**src/hdl/mfvf_pkg.sv**
```systemverilog
package mfvf_pkg;

    localparam int MAX_ITEMS_DEF   = 256;
    localparam int VALUE_WIDTH_DEF = 32;
    localparam int SAMPLE_WIDTH    = 32;
    localparam int COUNT_WIDTH     = 9;
    localparam int QUEUE_DEPTH     = 2;

    // One classified request handed from the front part to the back part.
    typedef struct packed {
        logic [SAMPLE_WIDTH-1:0] value;
        logic                    last;
    } mfvf_req_t;

endpackage

```
**src/hdl/mfvf_queue.sv**
```systemverilog
module mfvf_queue import mfvf_pkg::*; (
    input  logic      aclk,
    input  logic      aresetn,
    input  logic      in_valid,
    output logic      in_ready,
    input  mfvf_req_t in_req,
    output logic      out_valid,
    input  logic      out_ready,
    output mfvf_req_t out_req
);

    // Two-entry FIFO; front and back stall independently.
    mfvf_req_t slot_reg [QUEUE_DEPTH];
    logic      wp_reg, wp_next, rp_reg, rp_next;
    logic [1:0] cnt_reg, cnt_next;
    logic      push, pop;

    assign in_ready  = (cnt_reg != 2'd2);
    assign out_valid = (cnt_reg != 2'd0);
    assign out_req   = slot_reg[rp_reg];
    assign push      = in_valid & in_ready;
    assign pop       = out_valid & out_ready;

    always_comb begin
        wp_next  = wp_reg ^ push;
        rp_next  = rp_reg ^ pop;
        cnt_next = cnt_reg + {1'b0, push} - {1'b0, pop};
    end

    always_ff @(posedge aclk) begin
        if (!aresetn) begin
            wp_reg  <= 1'b0;
            rp_reg  <= 1'b0;
            cnt_reg <= 2'd0;
        end else begin
            wp_reg  <= wp_next;
            rp_reg  <= rp_next;
            cnt_reg <= cnt_next;
        end
        if (push) begin
            slot_reg[wp_reg] <= in_req;
        end
    end

endmodule

```
**config.mk**
```make
export PLATFORM = sky130hd
export DESIGN_NAME = mfvf_queue
export DESIGN_NICKNAME = d
export VERILOG_FILES = /design/src/hdl/mfvf_pkg.sv /design/src/hdl/mfvf_queue.sv
export SDC_FILE = /design/constraint.sdc
export NUM_CORES = 1
export LEC_CHECK = 0
export BUFFER_PORTS_ARGS = -buffer_cell sky130_fd_sc_hd__buf_2
export CORE_MARGIN = 2
export CORE_UTILIZATION = 55
export CTS_CLUSTER_DIAMETER = 80
export CTS_CLUSTER_SIZE = 28
export DETAILED_ROUTE_END_ITERATION = 8
export GPL_TIMING_DRIVEN = 0
export PLACE_DENSITY = 0.94
export SYNTH_ARGS = -nofsm -noshare
export SYNTH_HDL_FRONTEND = slang
export SYNTH_SLANG_ARGS = --single-unit
```
**constraint.sdc**
```tcl
create_clock -name aclk -period 5.05 [get_ports aclk]
set_input_delay 0.505 -clock aclk [delete_from_list [all_inputs] [get_ports aclk]]
set_output_delay 0.505 -clock aclk [all_outputs]
set_load 0.1 [all_outputs]
```
==> results of run 1 <==
==> routing by layer <==
metal  vias to the layer above  track usage [%]  routed length [µm]
li1                        678                -                   -
met1                       702             19.7                1790
met2                        54             27.9                2220
met3                        10             6.04                 301
met4                         0             8.48                 110
met5                         -                0                   0
==> where the power goes <==
part           internal, mW  leakage (nW)  switching [mW]
logic                 0.170         0.500           0.692
clock network         0.173        0.0782           0.191
registers             0.730         0.659          0.0239
==> worst paths after layout <==
check | start | endpoint | slack, ns | depth (start not counted)
setup reg to reg | cnt_reg[0] | slot_reg[0][32] | 3.21 | 3
setup / recovery | flip-flop | out_req[8] | 2.90 | 4
hold reg to reg | wp_reg | wp_reg | 0.59 | 3
hold / removal | in_req[15] | slot_reg[1][15] | 0.36 | 1
==> stage by stage <==
step	worst slack (ns)	hold slack, ns	cell area (µm²)	util, %
final	2.90	0.358	3240	69.0
after global routing	2.83	0.347	3240	69.0
after CTS	2.88	0.349	3240	69.0
after detailed placement	3.15	0.578	3080	65.7
after global placement	2.64	0.533	3080	65.6
after floorplan	2.35	0.526	2660	-
==> cells by family after synthesis <==
group                    synth area share, %
flip-flops                              78.4
AND/OR/NAND/NOR                         3.01
multiplexers                            14.4
XOR/XNOR                               0.330
AO/OA/AOI/OAI                           1.37
buffers and inverters                   1.60
adder cells (fa/ha/maj)                0.942
==> cell usage after synthesis <==
master,number
edfxtp_1,66
o21ai_0,2
dfxtp_1,5
and2_1,4
or2_2,1
or2b_1,1
a21bo_1,1
nand2_1,1
xnor2_1,1
nand2b_1,1
nor2_1,2
mux2_2,33
buf_2,1
a211oi_1,1
nor2b_1,2
nand3_1,1
ha_1,2
buf_6,3
a32oi_1,1
mux2i_1,1
and3_1,1
inv_1,1
==> cell type report <==
type | count | area (µm²)
inverter | 1 | 3.75
sequential | 71 | 2080
clock inverter | 5 | 25.0
multi-input combinational | 56 | 536
buffer | 4 | 38.8
clock buffer | 11 | 131
timing repair buffer | 71 | 355
fill | 325 | 1450
tap | 54 | 67.6
==> placed cells by master, fill, tap and decap left out <==
master,Yosys,layout
buf_6,3,3
xnor2_1,1,1
nand3_1,1,1
dfxtp_1,5,5
nor2b_1,2,2
nor2_1,2,2
clkbuf_8,0,9
mux2_2,33,33
mux2i_1,1,1
ha_2,0,1
and2_1,4,4
clkinvlp_4,0,1
buf_2,1,72
a211oi_1,1,1
clkinv_2,0,2
a32oi_1,1,1
nand2_1,1,1
and3_2,0,1
o21ai_0,2,2
ha_1,2,1
a21bo_1,1,1
clkinv_1,0,2
edfxtp_1,66,66
nand2b_1,1,1
or2b_1,1,1
inv_1,1,1
clkbuf_1,0,2
or2_2,1,1
==> qor.yml, run 1 <==
cts_max_path_buffers: 2
die_h_um: 73.5
slew_headroom_pct: 46.5
fin_crit_ns: 2.15
antenna_cells: 0
design.core.area_um2: 4690
status: "complete, no violations"
rows: 25
syn_nets: 171
route.detailed.drc: 0
vdd_drop_max_v: 0.000345
clk_latency_ns: 0.33
dieWidth_um: 73.5
via_count: 1444
power_density_nw_per_um2: 612
hold_violations: 0
firstDrtPassIters: 4
portBuffers: 71
cp_max_fo: 10
cp_num_buf_inv: 3
cts.reportedPaths.clkPinSlew_ns: 0.07
via_per_inst: 5.29
cts_resized: 0
synth_top_cell_area_share_pct: 74.6
wl_per_cell_um: 16.2
synth-seq-area-share_pct: 78.4
end_kind: "primary output"
drive_gt1_share_pct: 56.2
leakage_nw: 1.24
slowest_delay_ns: 0.35
numCtsBuffers: 9
worst_slew_pin_slew_ns: 0.802
gr-total-overflow: 0
worst_setup_path_start_kind: "flip-flop"
cts_tree: "built"
path_cells: "buf_2 > buf_6 > mux2_2 > buf_2"
grt_pass1_vias: 1409
cp_data_required_time_ns: 4.55
postCtsSetupBuffers: 0
clockRootBuffer: "clkbuf_8"
cts.sinks: 71
arrival_ns: 1.65
synthesis.area_um2: 2660
grtUsageTotal_pct: 17.0
place_congestion: 0.671
ant_nets: 0
hold_path.class: "primary input to flip-flop"
clock.fmax_ghz: 0.465
first_iter_violations: 88
dp_cells: 257
rsz0062_at_grt: "no"
min_period_over_period_pct: 42.6
maxCapViolCount: 0
dieArea_um2: 5400
finalNonFillerCells: 273
grt_max_degree: 34
start_util_pct: 56.6
io_pins: 72
largest_register_ffs: 66
slowest_stage: "mux2_2"
htree_levels: 3
syn_area_per_cell_um2: 20.1
crit_type: "flip-flop to primary output"
synthTopCellsByArea: "edfxtp_1 75%, mux2_2 14%, dfxtp_1 3.8%"
power_mw: 1.98
clock_skew_ns: 0.00685
syn_to_final_growth_pct: 22.0
setup_violations: 0
maxSlewViolCount: 0
yosysTopAreaCell: "edfxtp_1"
fin_tns_setup_ns: 0
yosysWarnings: 0
synth_seq_cells: 71
synth_cell_types: 22
critPathTopFamily: "buffers and inverters"
syn_inst: 132
postCtsHoldBufs: 0
dp_hpwl_mm: 2.89
routed_wirelength_mm: 4.42
grt_pass1_wl_mm: 6.47
antenna_found_initial: 0
fin_nets: 253
path_common_cell: "buf_2"
Power figures use the tool's default switching activity.
==> run 2: changes to the inputs <==
--- a/config.mk
+++ b/config.mk
@@ -5,14 +5,15 @@
 export SDC_FILE = /design/constraint.sdc
 export NUM_CORES = 1
 export LEC_CHECK = 0
+export ABC_AREA = 1
 export BUFFER_PORTS_ARGS = -buffer_cell sky130_fd_sc_hd__buf_2
 export CORE_MARGIN = 2
-export CORE_UTILIZATION = 55
+export CORE_UTILIZATION = 47
 export CTS_CLUSTER_DIAMETER = 80
 export CTS_CLUSTER_SIZE = 28
 export DETAILED_ROUTE_END_ITERATION = 8
 export GPL_TIMING_DRIVEN = 0
-export PLACE_DENSITY = 0.94
+export PLACE_DENSITY = 0.86
 export SYNTH_ARGS = -nofsm -noshare
 export SYNTH_HDL_FRONTEND = slang
 export SYNTH_SLANG_ARGS = --single-unit
==> constraint.sdc (replaced) <==
create_clock -name aclk -period 1.8 [get_ports aclk]
set_input_delay 0.18 -clock aclk [delete_from_list [all_inputs] [get_ports aclk]]
set_output_delay 0.18 -clock aclk [all_outputs]
set_load 0.1 [all_outputs]
==> qor.yml, run 2 <==
status: "complete, no violations"
die_h_um: 80.9  # +10%
synth_seq_cells: 71  # unchanged
grt_pass1_wl_mm: 6.67  # +3.1%
clock.fmax_ghz: 0.580
finalNonFillerCells: 304  # +11%
syn_nets: 178  # +4.1%
maxSlewViolCount: 0  # unchanged
yosys-top-cells-count: "66 x edfxtp_1, 30 x mux2_4, 9 x inv_1, 9 x nand2_1, 7 x nor2_1"
place_congestion: 0.708  # +5.5%
synth_cell_types: 14  # -36%
dieArea_um2: 6550  # +21%
arrival_ns: 1.55  # -0.10 ns
first_iter_violations: 70  # -20%
synth-seq-area-share_pct: 74.9  # -3.5 points
antenna_cells: 0  # unchanged
slowest_delay_ns: 0.32  # -0.03 ns
slew_headroom_pct: 64.3  # +18 points
cts_tree: "built"
maxCapViolCount: 0  # unchanged
cp_data_required_time_ns: 1.62  # -2.93 ns
yosysMostFrequentCell: "edfxtp_1"
largest_register_ffs: 66  # unchanged
grtUsageTotal_pct: 14.4  # -2.6 points
synthTopCellsByArea: "edfxtp_1 71%, mux2_4 16%, dfxtp_1 3.6%"
synthArstFlopShare_pct: 0  # unchanged
clockRootBuffer: "clkbuf_8"
synth_top_cell_area_share_pct: 71.3  # -3.4 points
dp_hpwl_mm: 3.06  # +5.8%
clock_skew_ns: 0.00988  # +0.00303 ns
worst_slew_pin_slew_ns: 0.535  # -0.267 ns
routed_wirelength_mm: 4.70  # +6.3%
via_count: 1420  # -1.7%
syn_inst: 139  # +5.3%
cts_max_path_buffers: 2  # unchanged
layout_common_cells: "71 x buf_2, 66 x edfxtp_1, 30 x mux2_4, 9 x inv_1, 9 x clkbuf_8"
numCtsBuffers: 9  # unchanged
firstDrtPassIters: 7  # +3
rows: 28  # +12%
start_util_pct: 47.8  # -8.8 points
gr-total-overflow: 0  # unchanged
area.sequential_um2: 2080  # unchanged
finalCoreUtilization_pct: 60.2  # -8.8 points
cp_max_fo: 10  # unchanged
ant_nets: 0  # unchanged
grt_pass1_vias: 1400  # -0.64%
syn_to_final_growth_pct: 25.9
drive_gt1_share_pct: 56.3  # +0.17 points
synth-main-ff-cell: "edfxtp_1"
min_period_over_period_pct: 95.8
syn_area_per_cell_um2: 20.0  # -0.56%
path_cells: "buf_6 > buf_12 > mux2_4 > buf_2"
wl_per_cell_um: 15.5  # -4.6%
cts.reportedPaths.clkPinSlew_ns: 0.08  # about the same
worst_setup_path_start_kind: "flip-flop"
clk_latency_ns: 0.33  # about the same
final_common_cell: "buf_2"
dp_cells: 285  # +11%
fin_crit_ns: 1.73
portBuffers: 71  # unchanged
setup_violations: 0  # unchanged
yosysWarnings: 0  # unchanged
synth_edf_count: 66  # unchanged
multi_input_area_um2: 642  # +20%
synthesis.area_um2: 2780  # +4.7%
slowest_stage: "dfxtp_1"
grt_max_degree: 34  # unchanged
end_kind: "primary output"
rsz0062_at_grt: "no"
fin_tns_setup_ns: 0  # unchanged
hold_violations: 0  # unchanged
route.detailed.drc: 0  # unchanged
antenna_found_initial: 0  # unchanged
crit_type: "flip-flop to primary output"
yosysTopAreaCell: "edfxtp_1"
cts.sinks: 71  # unchanged
hold_path.class: "primary input to flip-flop"
via_per_inst: 4.67  # -12%
dieWidth_um: 80.9  # +10%
fill_cells: 460  # +42%
htree_levels: 3  # unchanged
io_pins: 72  # unchanged
design.core.area_um2: 5820  # +24%
fin_nets: 263  # +4.0%
## run 2: cell types whose count changed after synthesis, sizes merged, moves of 2 or more
cell	before	now
and2	4	0
inv	1	9
nand2	1	9
nor2	2	8
nor2b	2	0
o21ai	2	0
## run 2: through the flow
step                      area (µm²)  hold WS [ns]  setup WS, ns
after global placement          3270         0.368       -0.0884
after global routing            3500        0.0118        0.0184
after CTS                       3470        0.0118        0.0467
final                           3500        0.0330        0.0750
after floorplan                 2820         0.273        0.0664
after detailed placement        3270         0.372       -0.0925
## run 2: layout make-up
type / count / area share [%]
flip-flops and latches: 71 / 59.4
plain buffers: 4 / 2.04
clock buffers: 10 / 3.64
inverters: 9 / 0.965
repair buffers: 73 / 11.1
multi-input cells: 56 / 18.3
clock inverters: 6 / 1.75
well taps: 75 / 2.68
## run 2: critical path, delay by kind of cell, from the launching register on
kind                   cells  cell delay, ns
DFF                        1            0.32
muxes                      1            0.31
buffers and inverters      3            0.59
## run 2: what timing repair did
action | in CTS | in global routing
setup endpoints to repair | 33 | 33
gates resized for setup | 1 | 0
cloned | 1 | 0
hold endpoints to repair | 0 | 0
setup buffers | 0 | 2
hold buffers | 0 | 0
pin swaps | 1 | 0
## run 2: worst paths after layout
path	to	slack (ns)	startpoint	depth (start not counted)
setup / recovery	out_req[27]	0.07	flip-flop	4
hold / removal	slot_reg[1][2]	0.03	in_req[2]	1
setup reg to reg	cnt_reg[1]	0.14	cnt_reg[1]	10
hold reg to reg	flip-flop	0.53	rp_reg	2
## run 2: layer usage
metal  part of all wire (%)  track usage, %  wire length (µm)
met5                      0               0                 0
met4                    1.2            9.15                56
met3                    5.0            3.00               236
met2                     52            24.5              2450
met1                     42            16.6              1950
## run 2: cells by family after synthesis
family / synth area share, %
simple gates: 2.56
flops: 74.9
buf+inv: 3.78
compound gates: 0.180
mux: 17.4
xor+xnor: 0.315
fa+ha+maj: 0.900
Power of run 2 is not shown: default switching activity piles up to over one toggle a cycle in this logic, so the estimate is an artifact.
==> run 3: changes to the inputs <==
--- a/config.mk
+++ b/config.mk
@@ -8,12 +8,12 @@
 export ABC_AREA = 1
 export BUFFER_PORTS_ARGS = -buffer_cell sky130_fd_sc_hd__buf_2
 export CORE_MARGIN = 2
-export CORE_UTILIZATION = 47
+export CORE_UTILIZATION = 55
 export CTS_CLUSTER_DIAMETER = 80
 export CTS_CLUSTER_SIZE = 28
 export DETAILED_ROUTE_END_ITERATION = 8
 export GPL_TIMING_DRIVEN = 0
-export PLACE_DENSITY = 0.86
+export PLACE_DENSITY = 0.94
 export SYNTH_ARGS = -nofsm -noshare
 export SYNTH_HDL_FRONTEND = slang
 export SYNTH_SLANG_ARGS = --single-unit
==> constraint.sdc (replaced) <==
create_clock -name aclk -period 2 [get_ports aclk]
set_input_delay 0.2 -clock aclk [delete_from_list [all_inputs] [get_ports aclk]]
set_output_delay 0.2 -clock aclk [all_outputs]
set_load 0.1 [all_outputs]
==> qor.yml, run 3 (same netlist as run 2, synthesis figures left out) <==
status: "complete, no violations"
fin_nets: 260  # -1.1%
worst_setup_path_start_kind: "flip-flop"
critPathTopFamily: "simple AND/OR/NAND/NOR gates"
hp-start: "in_req[18]"
dieArea_um2: 5640  # -14%
wl_per_cell_um: 15.7  # +1.8%
largest_register_ffs: 66  # unchanged
ant_nets: 0  # unchanged
routed_wirelength_mm: 4.58  # -2.6%
postCtsSetupBuffers: 0  # unchanged
grt_pass1_vias: 1434  # +2.4%
maxSlewViolCount: 0  # unchanged
grt_max_degree: 34  # unchanged
fin_crit_ns: 1.83
route.detailed.drc: 0  # unchanged
clock.fmax_ghz: 0.546
fin_ws_ns: 0.170  # +0.0945 ns
place_congestion: 0.677  # -4.4%
cp_num_buf_inv: 1  # -2
htree_levels: 3  # unchanged
rows: 25  # -11%
drive_gt1_share_pct: 54.5  # -1.9 points
min_period_over_period_pct: 91.5
crit_path_start: "cnt_reg[0]"
slowest_delay_ns: 0.79  # +0.47 ns
fill_cells: 325  # -29%
cts_max_path_buffers: 2  # unchanged
hold_violations: 0  # unchanged
fin_tns_setup_ns: 0  # unchanged
cp_max_fo: 33  # +23
cp_data_required_time_ns: 1.95  # +0.33 ns
end_kind: "flip-flop"
r2r_slack_ns: 0.17  # +0.03 ns
cts_tree: "built"
cts.reportedPaths.clkPinSlew_ns: 0.07  # about the same
dr_wl_met2_mm: 2.57  # +4.6%
dp_slack_ns: 0.167  # +0.260 ns
portBuffers: 71  # unchanged
postCtsHoldBufs: 0  # unchanged
firstDrtPassIters: 4  # -3
dieWidth_um: 75.1  # -7.2%
highest_layer: "met4"
arrival_ns: 1.78  # +0.23 ns
maxCapViolCount: 0  # unchanged
cts.sinks: 71  # unchanged
start_util_pct: 58.1  # +10 points
antenna_found_initial: 0  # unchanged
die_h_um: 75.1  # -7.2%
worst_slew_pin_slew_ns: 0.975  # +0.440 ns
numCtsBuffers: 9  # unchanged
cts_resized: 0  # -1
dp_hpwl_mm: 3.23  # +5.8%
r2r-start: "cnt_reg[0]"
grt_pass1_wl_mm: 6.67  # +0.11%
antenna_cells: 0  # unchanged
crit_type: "flip-flop to flip-flop"
clk_latency_ns: 0.32  # about the same
io_pins: 72  # unchanged
final_common_cell: "buf_2"
first_iter_violations: 77  # +10%
gr-total-overflow: 0  # unchanged
clockRootBuffer: "clkbuf_8"
slowest_stage: "nor2_4"
path_cells: "inv_1 > nand2_2 > nand2_1 > nor2_4"
grtUsageTotal_pct: 16.9  # +2.5 points
design.core.area_um2: 4790  # -18%
dr_wl_met3_um: 261  # +11%
via_count: 1443  # +1.6%
via_per_inst: 4.96  # +6.2%
clock_skew_ns: 0.00412  # -0.00576 ns
hold_path.class: "primary input to flip-flop"
layout_common_cells: "71 x buf_2, 66 x edfxtp_1, 30 x mux2_4, 9 x inv_1, 9 x clkbuf_8"
wl_met1_mm: 1.72  # -12%
setup_violations: 0  # unchanged
rsz0062_at_grt: "no"
syn_to_final_growth_pct: 21.8
slew_headroom_pct: 34.8  # -29 points
## run 3: cell types whose count changed in the layout (fill, tap and decap cells not counted), sizes merged
cell    previous run  this run
buf               77        75
bufinv             1         0
clkbuf            10        11
clkinv             5         3
nor2               9         8
## run 3: cell type report
| type | instances | area, µm² | area share [%] |
|---|---|---|---|
| multi-input cells | 55 | 617 | 18.2 |
| inverters | 9 | 33.8 | 0.997 |
| flip-flops and latches | 71 | 2080 | 61.5 |
| repair buffers | 71 | 355 | 10.5 |
| clock inverters | 3 | 12.5 | 0.369 |
| well taps | 67 | 83.8 | 2.48 |
| plain buffers | 4 | 71.3 | 2.11 |
| clock buffers | 11 | 131 | 3.88 |
## run 3: metrics by stage
stage	util [%]	cells	instance area (µm²)	hold WS [ns]
2_1_floorplan	-	139	2800	0.293
3_3_place_gp	67.8	277	3240	0.388
3_5_place_dp	67.8	277	3240	0.393
4_1_cts	70.8	291	3390	0.0468
5_1_grt	70.8	291	3390	0.0360
6_report	70.8	291	3390	0.0637
## run 3: worst paths after layout
| kind | to | depth (start not counted) |
|---|---|---|
| worst max-delay path | slot_reg[1][15] | 4 |
| worst min-delay path | slot_reg[1][18] | 1 |
| worst max register to register | slot_reg[1][15] | 4 |
| worst min register to register | rp_reg | 2 |
## run 3: routing by layer
layer  global-route usage [%]  vias up
met3                     5.62        2
li1                         -      682
met5                        0        -
met1                     18.5      707
met4                     8.33        0
met2                     29.3       52
## run 3: worst register-to-register path: cells and delay by family, from the launching register on
family	cells	cell delay, ns
buf+inv	1	0.06
flops	1	0.37
simple gates	3	1.02
Power of run 3 is left out for the same reason.
